<file path="config.mk">
export PLATFORM = sky130hd
export DESIGN_NAME = dccr_isqrt
export DESIGN_NICKNAME = d
export VERILOG_FILES = /design/src/rtl/distance_constraint_chain_relax_unit_assert.svh /design/src/rtl/dccr_pkg.sv /design/src/rtl/dccr_isqrt.sv
export SDC_FILE = /design/constraint.sdc
export NUM_CORES = 1
export LEC_CHECK = 0
export CORE_MARGIN = 3
export CORE_UTILIZATION = 65
export CTS_BUF_LIST = sky130_fd_sc_hd__clkbuf_8
export CTS_CLUSTER_DIAMETER = 120
export DETAILED_ROUTE_END_ITERATION = 7
export DONT_BUFFER_PORTS = 1
export PLACE_DENSITY = 0.84
export SETUP_SLACK_MARGIN = 0.2
export SLEW_MARGIN = 20
export SYNTH_ARGS = -nofsm -noshare
export SYNTH_HDL_FRONTEND = slang
export SYNTH_SLANG_ARGS = --single-unit
</file>
<file path="constraint.sdc">
create_clock -name clk -period 12.8 [get_ports clk]
set_input_delay 3.2 -clock clk [delete_from_list [all_inputs] [get_ports clk]]
set_output_delay 3.2 -clock clk [all_outputs]
set_load 0.1 [all_outputs]
</file>
<file path="src/rtl/distance_constraint_chain_relax_unit_assert.svh">
// ---------------------------------------------------------------------------
// Distance chain assertion macros
// Wrappers for concurrent assertions that drop out of synthesis builds.
// ---------------------------------------------------------------------------
`ifndef DISTANCE_CONSTRAINT_CHAIN_RELAX_UNIT_ASSERT_SVH
`define DISTANCE_CONSTRAINT_CHAIN_RELAX_UNIT_ASSERT_SVH
`ifndef SYNTHESIS
`define DCCR_ASSERT(lbl, clk, rst, prop, msg) \
  lbl: assert property (@(posedge clk) disable iff (rst) prop) else $error(msg);
`define DCCR_ASSERT_ALWAYS(lbl, clk, prop, msg) \
  lbl: assert property (@(posedge clk) prop) else $error(msg);
`else
`define DCCR_ASSERT(lbl, clk, rst, prop, msg)
`define DCCR_ASSERT_ALWAYS(lbl, clk, prop, msg)
`endif
`endif

</file>
<file path="src/rtl/dccr_pkg.sv">
// ---------------------------------------------------------------------------
// Distance chain package
// Shared sizes, register codes, sequencer states and unit status type.
// ---------------------------------------------------------------------------
package dccr_pkg;
  localparam int NODE_COUNT = 10;
  localparam int PASS_COUNT = 6;
  localparam int IDX_W = $clog2(NODE_COUNT);
  localparam int PASS_W = (PASS_COUNT > 1) ? $clog2(PASS_COUNT) : 1;
  localparam int CFG_IDX_W = 8;
  localparam int SPACING_MUL = 10;
  localparam logic [31:0] ONE_FX = 32'h0001_0000;

  typedef enum logic [CFG_IDX_W-1:0] {
    CFG_REST_DISTANCE  = 8'd0,
    CFG_OFFSET_X       = 8'd1,
    CFG_OFFSET_Y       = 8'd2,
    CFG_SPACING_SCALE  = 8'd3
  } cfg_reg_t;

  typedef enum logic [4:0] {
    ST_IDLE, ST_HEADX, ST_HEADY, ST_HEADW, ST_INITM, ST_INITW,
    ST_RDA, ST_RDB, ST_DIFF, ST_SQX, ST_SQY, ST_SQS, ST_SQW,
    ST_MVX, ST_DVX, ST_DVXW, ST_MVY, ST_DVY, ST_DVYW,
    ST_WRB, ST_WRA, ST_ERD, ST_EOUT
  } state_t;

  typedef struct packed {
    logic busy;
    logic done;
  } unit_stat_t;
endpackage

</file>
<file path="src/rtl/dccr_isqrt.sv">
// ---------------------------------------------------------------------------
// Distance chain square root
// Integer square root of a 64-bit value, two radicand bits per cycle.
// ---------------------------------------------------------------------------
module dccr_isqrt (
  input  logic                 clk,
  input  logic                 rst,
  input  logic                 start,
  input  logic [63:0]          radicand,
  output logic [31:0]          root,
  output dccr_pkg::unit_stat_t stat
);
  import dccr_pkg::*;

  logic [63:0] v;
  logic [63:0] res;
  logic [63:0] bitv;
  logic [4:0]  count;
  logic        busy;
  logic        done;
  logic [63:0] trial;

  assign trial = res + bitv;

  always_ff @(posedge clk) begin
    if (rst) begin
      busy <= 1'b0;
      done <= 1'b0;
      count <= '0;
    end else begin
      done <= 1'b0;
      if (start) begin
        busy <= 1'b1;
        count <= '0;
      end else if (busy) begin
        count <= count + 5'd1;
        if (count == 5'd31) begin
          busy <= 1'b0;
          done <= 1'b1;
        end
      end
    end
  end

  always_ff @(posedge clk) begin
    if (start) begin
      v <= radicand;
      res <= '0;
      bitv <= 64'h4000_0000_0000_0000;
    end else if (busy) begin
      if (v >= trial) begin
        v <= v - trial;
        res <= (res >> 1) + bitv;
      end else begin
        res <= res >> 1;
      end
      bitv <= bitv >> 2;
    end
  end

  assign root = res[31:0];
  assign stat = '{busy: busy, done: done};
endmodule

</file>
# == Word-level counts from Yosys, hierarchy flattened ==
# Index checks and enable logic that the tools add are counted.
# totals
reg_bits,167
elab_cells,26
# op_classes
n_bitwise,1
n_lt_le_gt_ge,1
addsub,4
mux,8
n_eq_ne,1
reduce_logical,5
# op_table
cell,n
64-bit 2-to-1 mux,4
63-bit by 63-bit adder with 64-bit output,1
64-bit by 63-bit adder with 64-bit output,1
64-bit >= comparator,1
64-bit subtractor,1
"5-bit by 1-bit adder with 5-bit output, second input constant",1
"5-bit equality test, second input constant",1
1-bit 2-to-1 mux,4
2-bit nonzero test,2
3-bit OR reduction,1
2-bit AND reduction,1
2-bit OR reduction,1
1-bit NOT,1

# == Logic depth before layout (Yosys ltp) ==
# logic_depth
ltp_word,5
mapped_depth,25
depth_no_buf,23

# == Least setup slack after synthesis ==
# No wires, ideal clock.
# synth_path
path_kind,register to register
startpoint,register res[2]
endpoint,register v[0] (enable)
required_ns,12.226
path_slack_ns,3.297
path_stages_with_launch,22
t_arrival_ns,8.929
cell_sequence,dfxtp_1 -> ha_1 -> a31oi_1 -> o21bai_1 -> a21oi_1 -> o41ai_1 -> o21ai_0 -> o21ai_0 -> nand3_1 -> o21ai_0 -> a21oi_1 -> xor2_1 -> ha_1 -> a21oi_1 -> o21bai_1 -> a21oi_1 -> a21boi_0 -> o21ai_0 -> nor2_4 -> buf_4 -> buf_2 -> o21ai_0
# synth_via
elab_chain_len,4
# synth_rtl
item,line_no,text
from (decl),dccr_isqrt.sv:16,logic [63:0] res;
from (signal assigned),dccr_isqrt.sv:53,res <= (res >> 1) + bitv;
from (signal assigned),dccr_isqrt.sv:55,res <= res >> 1;
64-bit by 63-bit adder with 64-bit output,dccr_isqrt.sv:23,assign trial = res + bitv;
64-bit >= comparator,dccr_isqrt.sv:51,if (v >= trial) begin
2-bit nonzero test (no source line),n/a,
2-bit AND reduction (no source line),n/a,
to (signal assigned),dccr_isqrt.sv:47,v <= radicand;
to (signal assigned),dccr_isqrt.sv:52,v <= v - trial;
to (decl),dccr_isqrt.sv:15,logic [63:0] v;
# No other way between the ends.
# A chain may end at the register's enable or synchronous reset.

# == Worst setup path after layout ==
# layout_path
startpoint,register res[0]
endpoint,register v[47] (enable)
# The elaborated chain is that of the path after synthesis.

==> results.toml <==
[power]
power_frac_seq = 0.264
internal_power_mw = 1.586
p_comb_frac = 0.606
p_per_area_mw_per_mm2 = 198.3
pwr-share-clk = 0.130
finalPower_mw = 3.117
leakage_nw = 5.961
p_sw_mw = 1.530
ir_drop_mv = 0.1415
swShare = 0.4910

[sta]
timing.final.hold_violations = 0
setup_slack_ns = 4.918
relSlewSlack = 0.2340
report.final.slew_viol_count = 0
worst_slew_pin_slew_ns = 1.147
rsz0062_at_grt = "no"
max_freq_mhz = 126.9
clock_skew_ns = 0.02402
final-setup-viol-count = 0
fin_crit_sh = 0.6158
tns_ns = 0
period_minus_slack_ns = 7.882

[setup_path]
start_kind = "flop"
r2r_setup_slack_ns = 4.92
critPathKind = "reg2reg"
path_max_fanout = 69
end_kind = "flop"
critPathArrivalTime_ns = 7.98
worstPathRequired_ns = 12.90

[detailed_routing]
wl_um = 40340
firstDrtPassIters = 8
num_vias = 14310
drtAntennaViolNets = 0
wl_per_cell_um = 18.44
drc_errors = 0
drtIter0Drc = 1188
drt-vias-per-instance = 6.540

[synthesis]
yosysUniqueCellTypes = 80
syn_area_mm2 = 0.01536
synth_fp_nets = 2155
synth_warnings = 0
async_flop_share = 0
ys_ff_latch = 167
seq_area_frac_synth = 0.2594
synth_edf_count = 64
ys.flop_type = "dfxtp_1"
synth_cells = 1955
avgSynthCellArea_um2 = 7.855

[clocking]
postCtsHoldBufs = 0
post_cts_buffers = 0
clk_latency_ns = 0.48
cts_max_level = 4
clockRootBuffer = "clkbuf_8"
cts_sinks = 167
path_clk_slew_ns = 0.11
ctsResizeCount = 0
clk_path_buf_depth = 2
cts_tree = "done"
numCtsBuffers = 17

[finish]
fin_util = 0.6858
synthToLayoutAreaGrowth_pct = 2.338
fillCellCount = 1950
final_cell_count_no_fill = 2188
drive_above_1_share = 0.06133
diodes = 0
final_nets = 2062

[placed_design]
portBuffers = 0
hpwl_um = 30030
dpl.cell_count = 2156
place_ws_ns = 4.889
gp_congestion = 0.9320

[die]
die-area_mm2 = 0.02551
pin_count = 101
start_util = 0.6702
die_h_um = 159.7
dieWidth_um = 159.7
row_count = 55
coreArea_mm2 = 0.02292

[global_route]
grt_usage = 0.3072
grt_antenna_before_repair = 0
grt_max_degree = 224
grt_first_pass_wirelength_um = 66120
grt.overflow.total = 0
grt_pass1_vias = 13430

[run]
drv_cap = 0

[status]
status = "complete, no violations"

[worst_hold_path]
holdCritPathClass = "reg2reg"
==> cells in the final DEF (no fill, tap or decap), types with 11 or more instances in the layout <==
master / count
nand2_1: 236
nor2_1: 182
o21ai_0: 171
ha_1: 132
a21oi_1: 103
dfxtp_1: 102
xnor2_1: 78
xor2_1: 75
a31oi_1: 74
edfxtp_1: 64
inv_1: 47
mux2i_1: 46
a21o_1: 45
nand4_1: 44
nor3_1: 38
buf_4: 32
a211oi_1: 31
nand3_1: 30
o21bai_1: 25
and3_1: 20
a311oi_1: 19
a31o_2: 18
o21a_1: 17
a221oi_1: 17
clkbuf_8: 17
or3_1: 16
nand2b_1: 14
and2_1: 11
o31ai_1: 11
nor2b_1: 11
==> worst paths after layout <==
path                                from        to  cells after the start
worst max-delay path              res[0]     v[47]                     19
worst min-delay path            count[3]  count[3]                      2
worst max register to register    res[0]     v[47]                     19
worst min register to register  count[3]  count[3]                      2
==> synthesized netlist by cell type (17+ instances only) <==
master	n	area (µm²)
a31oi_1	74	462.9
buf_4	35	262.8
xor2_1	75	656.9
and3_1	20	125.1
edfxtp_1	64	1922
ha_1	132	1652
dfxtp_1	103	2062
a211oi_1	31	232.7
a21oi_1	103	515.5
nand3_1	30	150.1
o21a_1	17	127.6
inv_1	47	176.4
clkbuf_1	94	352.8
o21ai_0	172	860.8
nand4_1	44	275.3
mux2i_1	46	460.4
a31o_2	18	157.7
nor2_1	182	683.2
xnor2_1	78	683.2
nor3_1	38	190.2
o21bai_1	25	187.7
a311oi_1	19	166.4
a221oi_1	17	148.9
nand2_1	236	885.9
a21o_1	45	337.8
==> flip-flops by register name, summed over array words and instances (netlist names) <==
register,count
v,64
bitv,32
done,1
count,5
busy,1
res,64
==> cell type report <==
cell class / count / area, µm² / share of cell area
clock inverters: 15 / 171.4 / 0.01091
inverters: 49 / 183.9 / 0.01170
repair buffers: 32 / 240.2 / 0.01529
flip-flops and latches: 167 / 3988 / 0.2537
clock buffers: 17 / 234.0 / 0.01489
multi-input cells: 1595 / 10510 / 0.6686
well taps: 313 / 391.6 / 0.02492
==> cells by family (layout without fill, tap and decap cells) <==
kind of cell,count (synthesis),in the layout,synth area share
buffers and inverters,193,113,0.05711
AO/OA/AOI/OAI,617,617,0.2649
AND/OR/NAND/NOR,644,644,0.1910
XOR/XNOR,153,153,0.08726
multiplexers,48,48,0.03145
adder cells (fa/ha/maj),133,133,0.1088
flip-flops,167,167,0.2594
==> layer usage <==
layer  track usage  share of wire  up-vias
li1              -              -     6989
met1        0.3972           0.44     6670
met2        0.5212           0.47      580
met3       0.05629          0.070       70
met4       0.09749          0.024        0
met5             0              0        -
==> power by group through the flow <==
| stage | Sequential [mW] | Clock, mW | Combinational, mW |
|---|---|---|---|
| after floorplan | 0.792 | 0 | 1.54 |
| after global placement | 0.830 | 0 | 1.81 |
| after detailed placement | 0.828 | 0 | 1.85 |
| after CTS | 0.820 | 0.411 | 1.86 |
| after global routing | 0.835 | 0.431 | 2.08 |
| final | 0.822 | 0.406 | 1.89 |
==> critical path, cell delays in order, from the launching register on <==
cell and delay, ns:
dfxtp_1 0.99, ha_1 0.30, a31oi_1 0.14, o21bai_1 0.40
a21oi_1 0.26, o41ai_1 0.74, o21ai_0 0.41, o21ai_0 0.52
a21oi_1 0.20, nor3_1 0.37, nor3_1 0.10, xor2_1 0.16
ha_1 0.44, nand4_1 0.17, nor4_1 0.53, o311a_4 0.37
nor2_4 0.03, buf_4 0.34, o21ai_4 0.20, buf_4 0.74
==> metrics by stage <==
stage	area (µm²)	hold WS, ns
finish	15720	0.5410
global route	15720	0.5711
CTS	15720	0.5413
detailed placement	15310	0.5142
global placement	15310	0.4868
floorplan	15360	0.4675
No activity file was read; power rests on OpenSTA's default activity.
