## src/rtl/distance_constraint_chain_relax_unit_assert.svh

```systemverilog
// ---------------------------------------------------------------------------
// Distance chain assertion macros
// Wrappers for concurrent assertions that drop out of synthesis builds.
// ---------------------------------------------------------------------------
`ifndef DISTANCE_CONSTRAINT_CHAIN_RELAX_UNIT_ASSERT_SVH
`define DISTANCE_CONSTRAINT_CHAIN_RELAX_UNIT_ASSERT_SVH
`ifndef SYNTHESIS
`define DCCR_ASSERT(lbl, clk, rst, prop, msg) \
  lbl: assert property (@(posedge clk) disable iff (rst) prop) else $error(msg);
`define DCCR_ASSERT_ALWAYS(lbl, clk, prop, msg) \
  lbl: assert property (@(posedge clk) prop) else $error(msg);
`else
`define DCCR_ASSERT(lbl, clk, rst, prop, msg)
`define DCCR_ASSERT_ALWAYS(lbl, clk, prop, msg)
`endif
`endif

```

## src/rtl/dccr_pkg.sv

```systemverilog
// ---------------------------------------------------------------------------
// Distance chain package
// Shared sizes, register codes, sequencer states and unit status type.
// ---------------------------------------------------------------------------
package dccr_pkg;
  localparam int NODE_COUNT = 10;
  localparam int PASS_COUNT = 6;
  localparam int IDX_W = $clog2(NODE_COUNT);
  localparam int PASS_W = (PASS_COUNT > 1) ? $clog2(PASS_COUNT) : 1;
  localparam int CFG_IDX_W = 8;
  localparam int SPACING_MUL = 10;
  localparam logic [31:0] ONE_FX = 32'h0001_0000;

  typedef enum logic [CFG_IDX_W-1:0] {
    CFG_REST_DISTANCE  = 8'd0,
    CFG_OFFSET_X       = 8'd1,
    CFG_OFFSET_Y       = 8'd2,
    CFG_SPACING_SCALE  = 8'd3
  } cfg_reg_t;

  typedef enum logic [4:0] {
    ST_IDLE, ST_HEADX, ST_HEADY, ST_HEADW, ST_INITM, ST_INITW,
    ST_RDA, ST_RDB, ST_DIFF, ST_SQX, ST_SQY, ST_SQS, ST_SQW,
    ST_MVX, ST_DVX, ST_DVXW, ST_MVY, ST_DVY, ST_DVYW,
    ST_WRB, ST_WRA, ST_ERD, ST_EOUT
  } state_t;

  typedef struct packed {
    logic busy;
    logic done;
  } unit_stat_t;
endpackage

```

## src/rtl/dccr_div.sv

```systemverilog
// ---------------------------------------------------------------------------
// Distance chain divider
// Restoring unsigned division of a 64-bit value by a 32-bit value whose
// quotient fits 32 bits, one quotient bit per cycle.
// ---------------------------------------------------------------------------
module dccr_div (
  input  logic                 clk,
  input  logic                 rst,
  input  logic                 start,
  input  logic [63:0]          dividend,
  input  logic [31:0]          divisor,
  output logic [31:0]          quotient,
  output dccr_pkg::unit_stat_t stat
);
  import dccr_pkg::*;

  logic [31:0] rem;
  logic [31:0] quo;
  logic [31:0] den;
  logic [4:0]  count;
  logic        busy;
  logic        done;
  logic [32:0] shifted;
  logic        ge;
  logic [32:0] sub;

  assign shifted = {rem, quo[31]};
  assign ge = shifted >= {1'b0, den};
  assign sub = shifted - {1'b0, den};

  always_ff @(posedge clk) begin
    if (rst) begin
      busy <= 1'b0;
      done <= 1'b0;
      count <= '0;
    end else begin
      done <= 1'b0;
      if (start) begin
        busy <= 1'b1;
        count <= '0;
      end else if (busy) begin
        count <= count + 5'd1;
        if (count == 5'd31) begin
          busy <= 1'b0;
          done <= 1'b1;
        end
      end
    end
  end

  always_ff @(posedge clk) begin
    if (start) begin
      rem <= dividend[63:32];
      quo <= dividend[31:0];
      den <= divisor;
    end else if (busy) begin
      rem <= ge ? sub[31:0] : shifted[31:0];
      quo <= {quo[30:0], ge};
    end
  end

  assign quotient = quo;
  assign stat = '{busy: busy, done: done};
endmodule

```

## config.mk

```make
export PLATFORM = sky130hd
export DESIGN_NAME = dccr_div
export DESIGN_NICKNAME = d
export VERILOG_FILES = /design/src/rtl/distance_constraint_chain_relax_unit_assert.svh /design/src/rtl/dccr_pkg.sv /design/src/rtl/dccr_div.sv
export SDC_FILE = /design/constraint.sdc
export NUM_CORES = 1
export LEC_CHECK = 0
export BUFFER_PORTS_ARGS = -buffer_cell sky130_fd_sc_hd__buf_2
export CAP_MARGIN = 20
export CORE_UTILIZATION = 45
export DETAILED_ROUTE_END_ITERATION = 10
export GPL_TIMING_DRIVEN = 0
export PLACE_DENSITY_LB_ADDON = 0.3
export SYNTH_ARGS = -nofsm -noshare
export SYNTH_HDL_FRONTEND = slang
export SYNTH_SLANG_ARGS = --single-unit
```

## constraint.sdc

```tcl
create_clock -name clk -period 3.8 [get_ports clk]
set_clock_uncertainty 0.05 [all_clocks]
set_input_delay 0.57 -clock clk [delete_from_list [all_inputs] [get_ports clk]]
set_output_delay 0.57 -clock clk [all_outputs]
set_load 0.03 [all_outputs]
```

# ---- Yosys cells after proc, flatten, opt, wreduce, memory -nomap -nowiden
# Index checks and enable logic that the tools add are counted.
dict set report word_totals {
  out_inout_bits 34
  regBits 103
  wordCells 23
}
dict set report op_classes {
  eq_ne 1
  n_bitwise 1
  mux 9
  magnitude_cmp 1
  reduce_logical 3
  add_sub_neg 2
}
# cell count
set op_table {}
lappend op_table {{$mux 32} 5}
lappend op_table {{$ge 33x32->1} 1}
lappend op_table {{$sub 32x32->32} 1}
lappend op_table {{$add 5x1->5 const B} 1}
lappend op_table {{$eq 5x5->1 const B} 1}
lappend op_table {{$mux 1} 4}
lappend op_table {{$reduce_or 3->1} 1}
lappend op_table {{$reduce_bool 2->1} 1}
lappend op_table {{$reduce_or 2->1} 1}
lappend op_table {{$not 1->1} 1}

# ---- Depth between registers and ports, before layout
# Gate-level depths: netlist of the first run.
dict set report depth {
  ltp_word 4
  ltp_mapped 14
  depth_no_buf 13
}

# ---- Least setup slack after synthesis of the first run
# No wires, ideal clock.
dict set report synth_path {
  path_kind {register to register}
  startpoint {reg quo[31], in the netlist quotient[31]}
  endpoint {reg rem[30] (data pin)}
  path_stages_with_launch 14
  setup_slack_ps 568
  setup_time_ps 274
  arrival_time_ps 2908
  required_time_ps 3476
  n_path_buf 0
  period_less_slack_ps 3232
  path_cell_list {edfxtp_1 inv_1 ha_1 inv_1 fa_1 a21o_1 a221oi_1 or3_4 a2111oi_4 a2111oi_2 o21ai_0 xor2_1 nand2_1 a31oi_1}
}
dict set report synth_via {
  elab_chain_cells 4
  word_cells_on_any_way 5
  classes_between {add/sub (1); order compare (1); mux (3)}
}
# element line_no
set synth_lines {}
lappend synth_lines {{start, declared} dccr_div.sv:18} ;# logic [31:0] quo;
lappend synth_lines {{start signal, assigned} dccr_div.sv:54} ;# quo <= dividend[31:0];
lappend synth_lines {{start signal, assigned} dccr_div.sv:58} ;# quo <= {quo[30:0], ge};
lappend synth_lines {{$sub 32x32->32 or $ge 33x32->1 (tied branches)} {dccr_div.sv:29, dccr_div.sv:28}}
lappend synth_lines {{$mux 32 (*)} dccr_div.sv:57} ;# rem <= ge ? sub[31:0] : shifted[31:0];
lappend synth_lines {{$mux 32 (*)} dccr_div.sv:56} ;# end else if (busy) begin
lappend synth_lines {{$mux 32 (*)} dccr_div.sv:52} ;# if (start) begin
lappend synth_lines {{end signal, assigned} dccr_div.sv:53} ;# rem <= dividend[63:32];
lappend synth_lines {{end signal, assigned} dccr_div.sv:57}
lappend synth_lines {{end, declared} dccr_div.sv:17} ;# logic [31:0] rem;
# Every way passes the cells marked *; elsewhere a longest branch is shown, timed or not. The select of a mux whose other input is x is not followed.
# A chain may end at the register's enable or synchronous reset.

# ---- Worst setup path after layout of the first run
dict set report layout_path {
  startpoint {reg rem[0]}
  endpoint {reg rem[16] (data pin)}
}
dict set report layout_via {
  elab_chain_cells 4
  word_cells_on_any_way 5
  classes_between {add/sub (1); order compare (1); mux (3)}
}
# element line_no
set layout_lines {}
lappend layout_lines {{$sub 32x32->32 or $ge 33x32->1 (tied branches)} {dccr_div.sv:29, dccr_div.sv:28}}
lappend layout_lines {{$mux 32 (*)} dccr_div.sv:57}
lappend layout_lines {{$mux 32 (*)} dccr_div.sv:56}
lappend layout_lines {{$mux 32 (*)} dccr_div.sv:52}
# Marked as above.

==> out/results.md, run 1 <==
| Parameter | This run | Unit |
|---|---|---|
| Outcome | completed | - |
| Reported max-cap violation count | 0 | - |
| Die W | 118 | um |
| Number of antenna violations at the first check in global routing | 0 | - |
| CP endpoint kind | register | - |
| Post-route antenna net violation count | 0 | - |
| Floorplan die area | 13800 | um^2 |
| Final HPWL from detailed placement | 10.5 | mm |
| Count of pins over their slew limit | 0 | - |
| Worst Tran Pin Value | 0.923 | ns |
| Final worst path period share | 93.9 | % |
| WL per Instance | 16.4 | um |
| Setup repair after global routing missed its margin | no | - |
| Share of the yosys chip area belonging to registers | 50.2 | % |
| Clock edge transition at the registers on the reported setup and hold paths | 0.07 | ns |
| Cell count after synthesis | 549 | - |
| Crit path kind | register to register | - |
| Synthesis-stage register bit count | 103 | - |
| Worst flop-to-flop path startpoint | rem[0] | - |
| Post-synth design cell area | 6020 | um^2 |
| Total CTS buffers | 9 | - |
| Leading cell types in the layout, fill and taps excluded | buf_2 (136), edfxtp_1 (96), nand2_1 (60), inv_1 (44), nor2_1 (42) | - |
| Unique cell type count in the Yosys netlist | 59 | - |
| Standard cell core area | 12800 | um^2 |
| Vias in the first global route | 4879 | - |
| Final Hold Vio Count | 0 | - |
| Post-place instance area | 6900 | um^2 |
| Mean instance size in the synthesized netlist | 11.0 | um^2 |
| Crit path capture | rem[16] | - |
| Min Clock Period, post-route | 3.57 | ns |
| Number of search-and-repair iterations in the first detailed-routing pass | 4 | - |
| Setup slack after layout | 0.234 | ns |
| R2r worst-path depth | 12 | - |
| Leading cell type in the layout, fill and taps excluded | buf_2 | - |
| Total number of yosys warnings | 0 | - |
| Reg2Reg Capture Point | rem[16] | - |
| Launching instance or port of the critical path | rem[0] | - |
| Hold Path Class | input pin to register | - |
| Hold buffer count at cts | 0 | - |
| Critical path data required time | 3.82 | ns |
| CTS tree | done | - |
| Final non-filler cell area | 7200 | um^2 |
| Fraction of registers with async set or reset after synthesis | 0 | % |
| Worst hold slack | 0.330 | ns |
| Placement-stage worst setup slack | 0.208 | ns |
| Fraction of final layout cells with drive strength greater than 1 | 30.2 | % |
| Startpoint kind of the worst setup timing path | register | - |
| DR vias | 4670 | - |
| GR Overflow Total | 0 | - |
| Cell leakage power | 3.09 | nW |
| Global router's overall resource usage | 21.5 | % |
| Worst relative slew slack | 38.5 | % |
| Syn nets | 683 | - |
| Number of H-tree levels | 3 | - |
| Number of DRC violations after detailed-routing iteration 0 | 229 | - |
| Ys flop type | edfxtp_1 | - |
| Buffers on Ports | 132 | - |
| Area overhead of the layout relative to synthesis | 19.6 | % |
| Setup slack, reg-to-reg | 0.23 | ns |
| Clk root buf | clkbuf_16 | - |
| Cell Rows | 41 | - |
| Critical path fanouts, max | 10 | - |
| Vias per cell | 5.36 | - |
| Number of nets at the end of the flow | 828 | - |
| Maximum resistive drop on vdd | 0.369 | mV |
| Number of design rule violations left after detail routing | 0 | - |
| Number of enable flip-flop cells after synthesis | 96 | - |
| Initial cell density of the core | 46.9 | % |
| Maximum root-to-sink buffer count | 2 | - |
| Setup total negative slack | 0 | ns |
| First-pass GRT wire length | 23.5 | mm |
| Total inserted antenna cells | 0 | - |
| Achievable Freq | 280 | MHz |
| Placer congestion estimate | 0.882 | - |
| Total wire length after detailed routing | 14.3 | mm |
| Count of endpoints failing setup in the final report | 0 | - |
| Clock latency of the later-clocked register in the worst-skew pair | 0.36 | ns |
| Maximum number of pins on one net before global-route repair | 65 | - |
| Number of top-level pins | 133 | - |
| Arrival time of the worst setup path | 3.58 | ns |
| # clock sinks | 103 | - |
| Pwr/cell area | 549 | nW/um^2 |
| Vertical extent of the die | 118 | um |
-- synth_stat cells, types with 3 or more instances --
| cell | instances | area share (%) |
|---|---|---|
| o21ai_0 | 19 | 1.6 |
| dfxtp_1 | 7 | 2.3 |
| o2bb2ai_1 | 3 | 0.44 |
| buf_2 | 4 | 0.33 |
| o21a_1 | 3 | 0.37 |
| inv_1 | 44 | 2.7 |
| edfxtp_1 | 96 | 48 |
| nand3_1 | 8 | 0.67 |
| clkbuf_1 | 12 | 0.75 |
| o21bai_1 | 3 | 0.37 |
| xnor2_1 | 18 | 2.6 |
| buf_4 | 8 | 1.0 |
| and4_1 | 3 | 0.44 |
| nor2_1 | 42 | 2.6 |
| mux2i_1 | 7 | 1.2 |
| ha_1 | 34 | 7.1 |
| a211o_1 | 3 | 0.44 |
| a31oi_1 | 25 | 2.6 |
| a2bb2oi_1 | 3 | 0.44 |
| mux2_2 | 33 | 6.2 |
| a21oi_1 | 35 | 2.9 |
| nor3_1 | 5 | 0.42 |
| or2_2 | 3 | 0.31 |
| nand4_1 | 4 | 0.42 |
| xor2_1 | 8 | 1.2 |
| a21o_1 | 14 | 1.7 |
| and3_1 | 3 | 0.31 |
| nand2_1 | 60 | 3.7 |
-- metal layers --
layer | vias to the layer above | global-route usage [%] | share of wire (%) | routed length (um)
met1 | 2185 | 26.2 | 43 | 6150
met4 | 0 | 8.33 | 1.8 | 252
met2 | 170 | 36.2 | 47 | 6740
li1 | 2299 | - | - | -
met3 | 16 | 6.01 | 8.0 | 1150
met5 | - | 0 | 0 | 0
-- flip-flops by register name, summed over array words and instances (netlist names) --
signal / flops
busy: 1
count: 5
den: 32
done: 1
quotient: 32
rem: 32
-- timing repair --
item	4_1_cts	5_1_grt
setup buffers	0	2
gates resized for setup	0	2
setup endpoints to repair	0	17
-- area by class of cell --
| class | instances | area (um^2) |
|---|---|---|
| clock buffer | 10 | 229 |
| tap | 172 | 215 |
| buffer | 24 | 125 |
| sequential | 103 | 3020 |
| multi-input combinational | 378 | 2730 |
| timing repair buffer | 134 | 676 |
| clock inverter | 6 | 42.5 |
| inverter | 44 | 165 |
| fill | 1157 | 5620 |
-- worst min-delay path by stage --
stage / endpoint / from / cells past startpoint
6_report: den[0] / divisor[0] / 1
5_1_grt: den[24] / divisor[24] / 1
4_1_cts: den[24] / divisor[24] / 1
3_5_place_dp: count[3] / count[3] / 2
3_3_place_gp: count[4] / count[4] / 2
2_1_floorplan: count[4] / count[4] / 2
-- cells by family after synthesis --
family	count (synthesis)	synth area share, %
simple gates	145	11.1
compound gates	132	15.3
flops	103	50.2
buf+inv	68	4.82
mux	40	7.34
fa+ha+maj	35	7.40
xor+xnor	26	3.78
-- where the power goes --
part | total (W) | switching, W | internal, W
combinational | 0.00154 | 0.000892 | 0.000651
sequential | 0.00153 | 0.0000858 | 0.00145
clock | 0.000879 | 0.000430 | 0.000449
-- critical path, stage by stage (launching register included) --
cell and delay (ns):
edfxtp_1 0.44, ha_1 0.33, nor2b_1 0.15, o2111ai_1 0.29
nand3_1 0.19, a221oi_4 0.41, o21ai_1 0.15, o31a_1 0.41
or2_1 0.28, buf_4 0.21, buf_4 0.20, nand2_1 0.07
a31oi_1 0.08
-- metrics by stage --
stage	std cells	utilization, %	total power [W]
after global placement	853	53.8	0.00302
after floorplan	549	-	0.00269
after detailed placement	853	53.8	0.00306
after global routing	871	56.1	0.00420
final	871	56.1	0.00396
after CTS	869	55.9	0.00394
(Power assumes the default switching activity.)
==> inputs of run 2 (changes only) <==
--- a/config.mk
+++ b/config.mk
@@ -7,9 +7,10 @@
 export LEC_CHECK = 0
 export BUFFER_PORTS_ARGS = -buffer_cell sky130_fd_sc_hd__buf_2
 export CAP_MARGIN = 20
-export CORE_UTILIZATION = 45
+export CORE_UTILIZATION = 55
 export DETAILED_ROUTE_END_ITERATION = 10
 export GPL_TIMING_DRIVEN = 0
+export MAX_ROUTING_LAYER = met4
 export PLACE_DENSITY_LB_ADDON = 0.3
 export SYNTH_ARGS = -nofsm -noshare
 export SYNTH_HDL_FRONTEND = slang
==> run 2 against run 1 <==
  * First-iteration DRC count rose by 25%
  * Sequential cell count did not move
  * Clock power fell by 16%
  * Sequential power barely moved
  * Largest power group unchanged
==> out/results.md, run 2 (synthesized netlist as in run 1, its figures left out) <==
| Parameter | This run | Unit | Delta |
|---|---|---|---|
| Number of nets at the end of the flow | 826 | - | -0.24% |
| Vias in the first global route | 4824 | - | -1.1% |
| Number of buffers and inverters on the critical path | 2 | - | unchanged |
| CTS tree | done | - |  |
| Total inserted antenna cells | 0 | - | unchanged |
| Placement-stage worst setup slack | 0.201 | ns | -0.00704 ns |
| Count of endpoints failing setup in the final report | 0 | - | unchanged |
| Peak per-stage delay on the critical path | 0.41 | ns | -0.03 ns |
| Reported max-cap violation count | 0 | - | unchanged |
| Crit path kind | register to register | - |  |
| Floorplan die area | 11400 | um^2 | -18% |
| Total wire length after detailed routing | 14.2 | mm | -0.71% |
| Number of top-level pins | 133 | - | unchanged |
| # clock sinks | 103 | - | unchanged |
| Setup total negative slack | 0 | ns | unchanged |
| Die W | 107 | um | -9.4% |
| Achievable Freq | 276 | MHz | -1.5% |
| Reg2Reg Capture Point | rem[30] | - |  |
| Initial cell density of the core | 57.5 | % | +11 points |
| First-pass GRT wire length | 23.0 | mm | -2.2% |
| R2r worst-path depth | 12 | - | unchanged |
| Count of pins over their slew limit | 0 | - | unchanged |
| Global router's overall resource usage | 26.9 | % | +5.4 points |
| Cell with the largest stage delay on the worst path | edfxtp_1 | - |  |
| Vertical extent of the die | 107 | um | -9.4% |
| Total CTS buffers | 9 | - | unchanged |
| DR vias | 4766 | - | +2.1% |
| Cell Rows | 37 | - | -9.8% |
| GR Overflow Total | 0 | - | unchanged |
| Final Hold Vio Count | 0 | - | unchanged |
| Final HPWL from detailed placement | 10.3 | mm | -1.9% |
| Maximum number of pins on one net before global-route repair | 65 | - | unchanged |
| Hold Path Class | input pin to register | - |  |
| Number of search-and-repair iterations in the first detailed-routing pass | 5 | - | +1 |
| Cell depth of the worst hold path | 2 | - | +1 |
| Leading cell types in the layout, fill and taps excluded | buf_2 (136), edfxtp_1 (96), nand2_1 (60), inv_1 (44), nor2_1 (42) | - |  |
| Standard cell core area | 10500 | um^2 | -18% |
| Cell class contributing the biggest share of worst-path delay | compound AO/OA/AOI/OAI gates | - |  |
| Maximum resistive drop on vdd | 0.328 | mV | -11% |
| Setup slack after layout | 0.179 | ns | -0.0548 ns |
| Clock edge transition at the registers on the reported setup and hold paths | 0.12 | ns | +0.05 ns |
| Buffers on Ports | 132 | - | unchanged |
| Min Clock Period, post-route | 3.62 | ns | +0.0548 ns |
| CP endpoint kind | register | - |  |
| Clock latency of the later-clocked register in the worst-skew pair | 0.40 | ns | +0.04 ns |
| Setup repair bufs after CTS | 0 | - | unchanged |
| Leading cell type in the layout, fill and taps excluded | buf_2 | - |  |
| Worst relative slew slack | 38.7 | % | +0.28 points |
| Number of design rule violations left after detail routing | 0 | - | unchanged |
| Setup repair after global routing missed its margin | no | - |  |
| Clk root buf | clkbuf_8 | - |  |
| Post-route antenna net violation count | 0 | - | unchanged |
| Final worst path period share | 95.3 | % | +1.4 points |
| Placer congestion estimate | 0.917 | - | +4.0% |
| Hold-critical path endpoint | busy | - |  |
| Worst flop-to-flop path startpoint | rem[3] | - |  |
| Cell leakage power | 3.06 | nW | -0.97% |
| WL per Instance | 17.0 | um | +3.8% |
| Number of DRC violations after detailed-routing iteration 0 | 287 | - | +25% |
| Number of H-tree levels | 3 | - | unchanged |
| Logic depth of the worst path, buffers included | 12 | - | unchanged |
| Number of antenna violations at the first check in global routing | 0 | - | unchanged |
| Maximum root-to-sink buffer count | 2 | - | unchanged |
| Area overhead of the layout relative to synthesis | 17.7 | % |  |
| Worst Tran Pin Value | 0.919 | ns | -0.00427 ns |
| Arrival time of the worst setup path | 3.68 | ns | +0.10 ns |
| Worst-path cell chain | ha_1, a21o_1, a31oi_1, nand3_1, a221oi_4, o21ai_1, o31a_1, or2_1, buf_4, buf_4, nand2_1, a31oi_1 | - |  |
| Worst hold path startpoint | rst | - |  |
| Critical path fanouts, max | 10 | - | unchanged |
| Vias per cell | 5.72 | - | +6.7% |
| Setup slack, reg-to-reg | 0.18 | ns | -0.05 ns |
| Outcome | completed | - |  |
| Critical path data required time | 3.86 | ns | +0.04 ns |
| Startpoint kind of the worst setup timing path | register | - |  |
| Pwr/cell area | 539 | nW/um^2 | -1.9% |
| Fraction of final layout cells with drive strength greater than 1 | 30.3 | % | +0.087 points |
run 2: changes by cell type in the layout (fill, tap and decap cells not counted), moves of 2 or more:
cell / previous run / this run
clkbuf_8: 0 / 9
clkbuf_16: 9 / 1
buf_4: 10 / 8
inv_8: 0 / 2
run 2: per-stage QoR:
stage          total power [W]  instances  utilization, %  instance area (um^2)  hold slack (ns)
3_3_place_gp           0.00301        817            65.5                  6850            0.433
2_1_floorplan          0.00269        549               -                  6020            0.417
4_1_cts                0.00380        833            67.5                  7070            0.256
3_5_place_dp           0.00305        817            65.5                  6850            0.451
5_1_grt                0.00404        833            67.7                  7080            0.261
6_report               0.00382        833            67.7                  7080            0.273
run 2: routing by layer:
layer / part of all wire (%) / GRT usage, %
met4: 1.8 / 6.95
met1: 42 / 32.9
met5: 0 / -
met2: 48 / 44.8
met3: 7.7 / 6.63
run 2: how the worst max path moves through the flow:
stage,startpoint,endpoint,slack [ns]
4_1_cts,rem[3],rem[30],0.18
3_3_place_gp,start,quotient[6],0.08
3_5_place_dp,rem[3],rem[25],0.20
5_1_grt,rem[0],rem[30],0.005
2_1_floorplan,quotient[31],rem[30],0.57
6_report,rem[3],rem[30],0.18
run 2: final cells by class:
| cell class | count | area, um^2 |
|---|---|---|
| fillers | 824 | 3380 |
| flip-flops and latches | 103 | 3020 |
| multi-input cells | 378 | 2730 |
| repair buffers | 132 | 661 |
| well taps | 136 | 170 |
| inverters | 44 | 165 |
| clock buffers | 10 | 149 |
| plain buffers | 24 | 125 |
| clock inverters | 6 | 65.1 |
run 2: repair_timing:
item / 4_1_cts / 5_1_grt
endpoints found under the setup margin: 0 / 11
gates resized for setup: 0 / 2
hold buffers: 0 / 0
run 2: report_power, final:
group	total [W]	internal, W	switching (W)
sequential	0.00153	0.00145	0.0000851
clock	0.000740	0.000299	0.000441
combinational	0.00154	0.000644	0.000900
total	0.00382	0.00239	0.00143
==> inputs of run 3 (changes only) <==
--- a/config.mk
+++ b/config.mk
@@ -11,7 +11,7 @@
 export DETAILED_ROUTE_END_ITERATION = 10
 export GPL_TIMING_DRIVEN = 0
 export MAX_ROUTING_LAYER = met4
-export PLACE_DENSITY_LB_ADDON = 0.3
+export PLACE_DENSITY = 0.8
 export SYNTH_ARGS = -nofsm -noshare
 export SYNTH_HDL_FRONTEND = slang
 export SYNTH_SLANG_ARGS = --single-unit
==> run 3 against run 2 <==
  * Utilization grew 0.11 points
  * Non-clock buffer count did not move
  * Hold slack improved by 0.016 ns
  * Worst setup slack better by 0.025 ns
  * First-iteration DRC count decreased by 1.4%
  * Combinational power hardly changed
  * Global-route usage is essentially flat
  * Die area unchanged
  * Clock power up 2.7%
  * Sequential share of layout area decreased by 0.068 points
  * Via count grew 0.36%
  * Critical path type unchanged
  * Critical endpoint is now rem[28]
  * Largest cell class unchanged
  * Largest power group unchanged
==> out/results.md, run 3 (synthesized netlist as in run 1, its figures left out) <==
| Parameter | This run | Unit | Delta |
|---|---|---|---|
| Setup slack after layout | 0.204 | ns | +0.0251 ns |
| Placement-stage worst setup slack | 0.193 | ns | -0.00763 ns |
| Count of pins over their slew limit | 0 | - | unchanged |
| Worst-path cell chain | inv_1, ha_1, inv_1, fa_1, a21o_1, a221oi_1, or3_4, a2111oi_4, nor3_2, o41ai_2, a31oi_1, nand3_1, nor3b_1 | - |  |
| CP endpoint kind | register | - |  |
| Count of endpoints failing setup in the final report | 0 | - | unchanged |
| Final non-filler cell area | 7090 | um^2 | +0.16% |
| Peak per-stage delay on the critical path | 0.54 | ns | +0.13 ns |
| Clk root buf | clkbuf_8 | - |  |
| Placer congestion estimate | 0.926 | - | +1.0% |
| Min Clock Period, post-route | 3.60 | ns | -0.0251 ns |
| Setup repair after global routing missed its margin | no | - |  |
| # clock sinks | 103 | - | unchanged |
| Standard cell core area | 10500 | um^2 | unchanged |
| Startpoint kind of the worst setup timing path | register | - |  |
| Number of buffers and inverters on the critical path | 2 | - | unchanged |
| DR vias | 4783 | - | +0.36% |
| Cell depth of the worst hold path | 1 | - | -1 |
| Number of design rule violations left after detail routing | 0 | - | unchanged |
| Die W | 107 | um | unchanged |
| Fill cell count | 853 | - | +3.5% |
| Fraction of power consumed by sequential logic | 39.9 | % | -0.2 points |
| Vertical extent of the die | 107 | um | unchanged |
| Final worst path period share | 94.6 | % | -0.66 points |
| Achievable Freq | 278 | MHz | +0.70% |
| Vias per cell | 5.74 | - | +0.36% |
| Post-route antenna net violation count | 0 | - | unchanged |
| Reg2Reg Capture Point | rem[28] | - |  |
| Hold Path Class | input pin to register | - |  |
| Sw power | 0.00141 | W | -1.0% |
| Cell internal pwr | 0.00242 | W | +1.5% |
| Cell with the largest stage delay on the worst path | a221oi_1 | - |  |
| Total wire length after detailed routing | 14.2 | mm | +0.20% |
| Critical path fanouts, max | 3 | - | -7 |
| Clock latency of the later-clocked register in the worst-skew pair | 0.40 | ns | about the same |
| Final HPWL from detailed placement | 10.5 | mm | +2.7% |
| Buffers on Ports | 132 | - | unchanged |
| Fraction of final layout cells with drive strength greater than 1 | 30.3 | % | unchanged |
| Number of antenna violations at the first check in global routing | 0 | - | unchanged |
| Critical path data required time | 3.91 | ns | +0.05 ns |
| Area overhead of the layout relative to synthesis | 17.9 | % |  |
| Leading cell types in the layout, fill and taps excluded | buf_2 (136), edfxtp_1 (96), nand2_1 (60), inv_1 (44), nor2_1 (42) | - |  |
| Setup slack, reg-to-reg | 0.20 | ns | +0.03 ns |
| Clock edge transition at the registers on the reported setup and hold paths | 0.11 | ns | about the same |
| Maximum root-to-sink buffer count | 2 | - | unchanged |
| Worst Tran Pin Value | 0.909 | ns | -0.00947 ns |
| Initial cell density of the core | 57.5 | % | unchanged |
| Inst Count DP | 817 | - | unchanged |
| Setup total negative slack | 0 | ns | unchanged |
| Cell Rows | 37 | - | unchanged |
| Cell class contributing the biggest share of worst-path delay | compound AO/OA/AOI/OAI gates | - |  |
| Number of nets at the end of the flow | 826 | - | unchanged |
| Reported max-cap violation count | 0 | - | unchanged |
| Worst flop-to-flop path startpoint | quotient[31] | - |  |
| Crit path kind | register to register | - |  |
| Pwr/cell area | 541 | nW/um^2 | +0.38% |
| Vias in the first global route | 4923 | - | +2.1% |
| GR Overflow Total | 0 | - | unchanged |
| WL per Instance | 17.1 | um | +0.20% |
| Hold-critical path endpoint | den[23] | - |  |
| R2r worst-path depth | 13 | - | +1 |
| Outcome | completed | - |  |
| Final Hold Vio Count | 0 | - | unchanged |
| Number of DRC violations after detailed-routing iteration 0 | 283 | - | -1.4% |
| First-pass GRT wire length | 23.0 | mm | +0.33% |
| Worst hold path startpoint | divisor[23] | - |  |
| CTS tree | done | - |  |
| Total CTS buffers | 9 | - | unchanged |
| Sw Ratio | 36.8 | % | -0.58 points |
| Most frequent cell on the critical path | inv_1 | - |  |
| Cell leakage power | 3.07 | nW | +0.20% |
| Number of H-tree levels | 3 | - | unchanged |
| Non-filler cells, final | 833 | - | unchanged |
| Worst relative slew slack | 39.4 | % | +0.63 points |
| Post-place instance area | 6850 | um^2 | unchanged |
| Maximum number of pins on one net before global-route repair | 65 | - | unchanged |
| Maximum resistive drop on vdd | 0.418 | mV | +27% |
| Floorplan die area | 11400 | um^2 | unchanged |
| Arrival time of the worst setup path | 3.70 | ns | +0.02 ns |
| Setup repair bufs after CTS | 0 | - | unchanged |
| Leading cell type in the layout, fill and taps excluded | buf_2 | - |  |
| Number of top-level pins | 133 | - | unchanged |
| Number of search-and-repair iterations in the first detailed-routing pass | 5 | - | unchanged |
| Part of the total power dissipated in the clock network | 19.8 | % | +0.4 points |
| Global router's overall resource usage | 26.9 | % | +0.032 points |
| Total inserted antenna cells | 0 | - | unchanged |
| Comb pwr share | 40.2 | % | -0.3 points |
## run 3: cell count changes in the layout (fill, tap and decap cells not counted), sizes merged
| cell | before | now |
|---|---|---|
| clkbuf | 22 | 23 |
| clkinv | 2 | 1 |
## run 3: timing repair
action / CTS / global route
hold buffers: 0 / 0
setup endpoints to repair: 0 / 10
gates resized for setup: 0 / 2
## run 3: worst max path at each step
stage	start	end	slack (ns)	depth (start not counted)
2_1_floorplan	quotient[31]	rem[30]	0.57	13
3_5_place_dp	rem[3]	rem[25]	0.19	11
5_1_grt	quotient[31]	rem[30]	0.01	13
6_report	quotient[31]	rem[28]	0.20	13
4_1_cts	rem[3]	rem[25]	0.14	11
3_3_place_gp	start	quotient[2]	0.11	4
## run 3: worst reg2reg max path: stages, from the launching register on
cell       delay [ns]
edfxtp_1         0.47
inv_1            0.09
ha_1             0.17
inv_1            0.06
fa_1             0.40
a21o_1           0.22
a221oi_1         0.54
or3_4            0.26
a2111oi_4        0.08
nor3_2           0.29
o41ai_2          0.14
a31oi_1          0.30
nand3_1          0.13
nor3b_1          0.16
## run 3: through the flow
stage	total power [W]	utilization [%]	hold WS (ns)
2_1_floorplan	0.00269	-	0.417
3_3_place_gp	0.00302	65.5	0.433
3_5_place_dp	0.00306	65.5	0.454
4_1_cts	0.00382	67.6	0.273
5_1_grt	0.00407	67.8	0.276
6_report	0.00384	67.8	0.289
## run 3: power by group through the flow
stage | Clock [W] | Combinational, W | Sequential [W]
2_1_floorplan | 0 | 0.00109 | 0.00161
3_5_place_dp | 0 | 0.00151 | 0.00155
6_report | 0.000760 | 0.00154 | 0.00153
3_3_place_gp | 0 | 0.00147 | 0.00155
4_1_cts | 0.000773 | 0.00152 | 0.00153
5_1_grt | 0.000806 | 0.00171 | 0.00155
## run 3: metal layers
metal | wire, um | vias to the layer above | global-route usage (%)
met5 | 0 | - | -
met4 | 257 | 0 | 8.51
met3 | 961 | 24 | 6.57
met2 | 7000 | 184 | 45.6
met1 | 6000 | 2271 | 31.7
li1 | - | 2304 | -
## run 3: cell type report
| cell class | instances | area [um^2] | area share [%] |
|---|---|---|---|
| Sequential cell | 103 | 3020 | 42.6 |
| Multi-Input combinational cell | 378 | 2730 | 38.4 |
| Timing Repair Buffer | 132 | 661 | 9.31 |
| Clock buffer | 11 | 174 | 2.45 |
| Tap cell | 136 | 170 | 2.40 |
| Inverter | 44 | 165 | 2.33 |
| Buffer | 24 | 125 | 1.76 |
| Clock inverter | 5 | 51.3 | 0.723 |
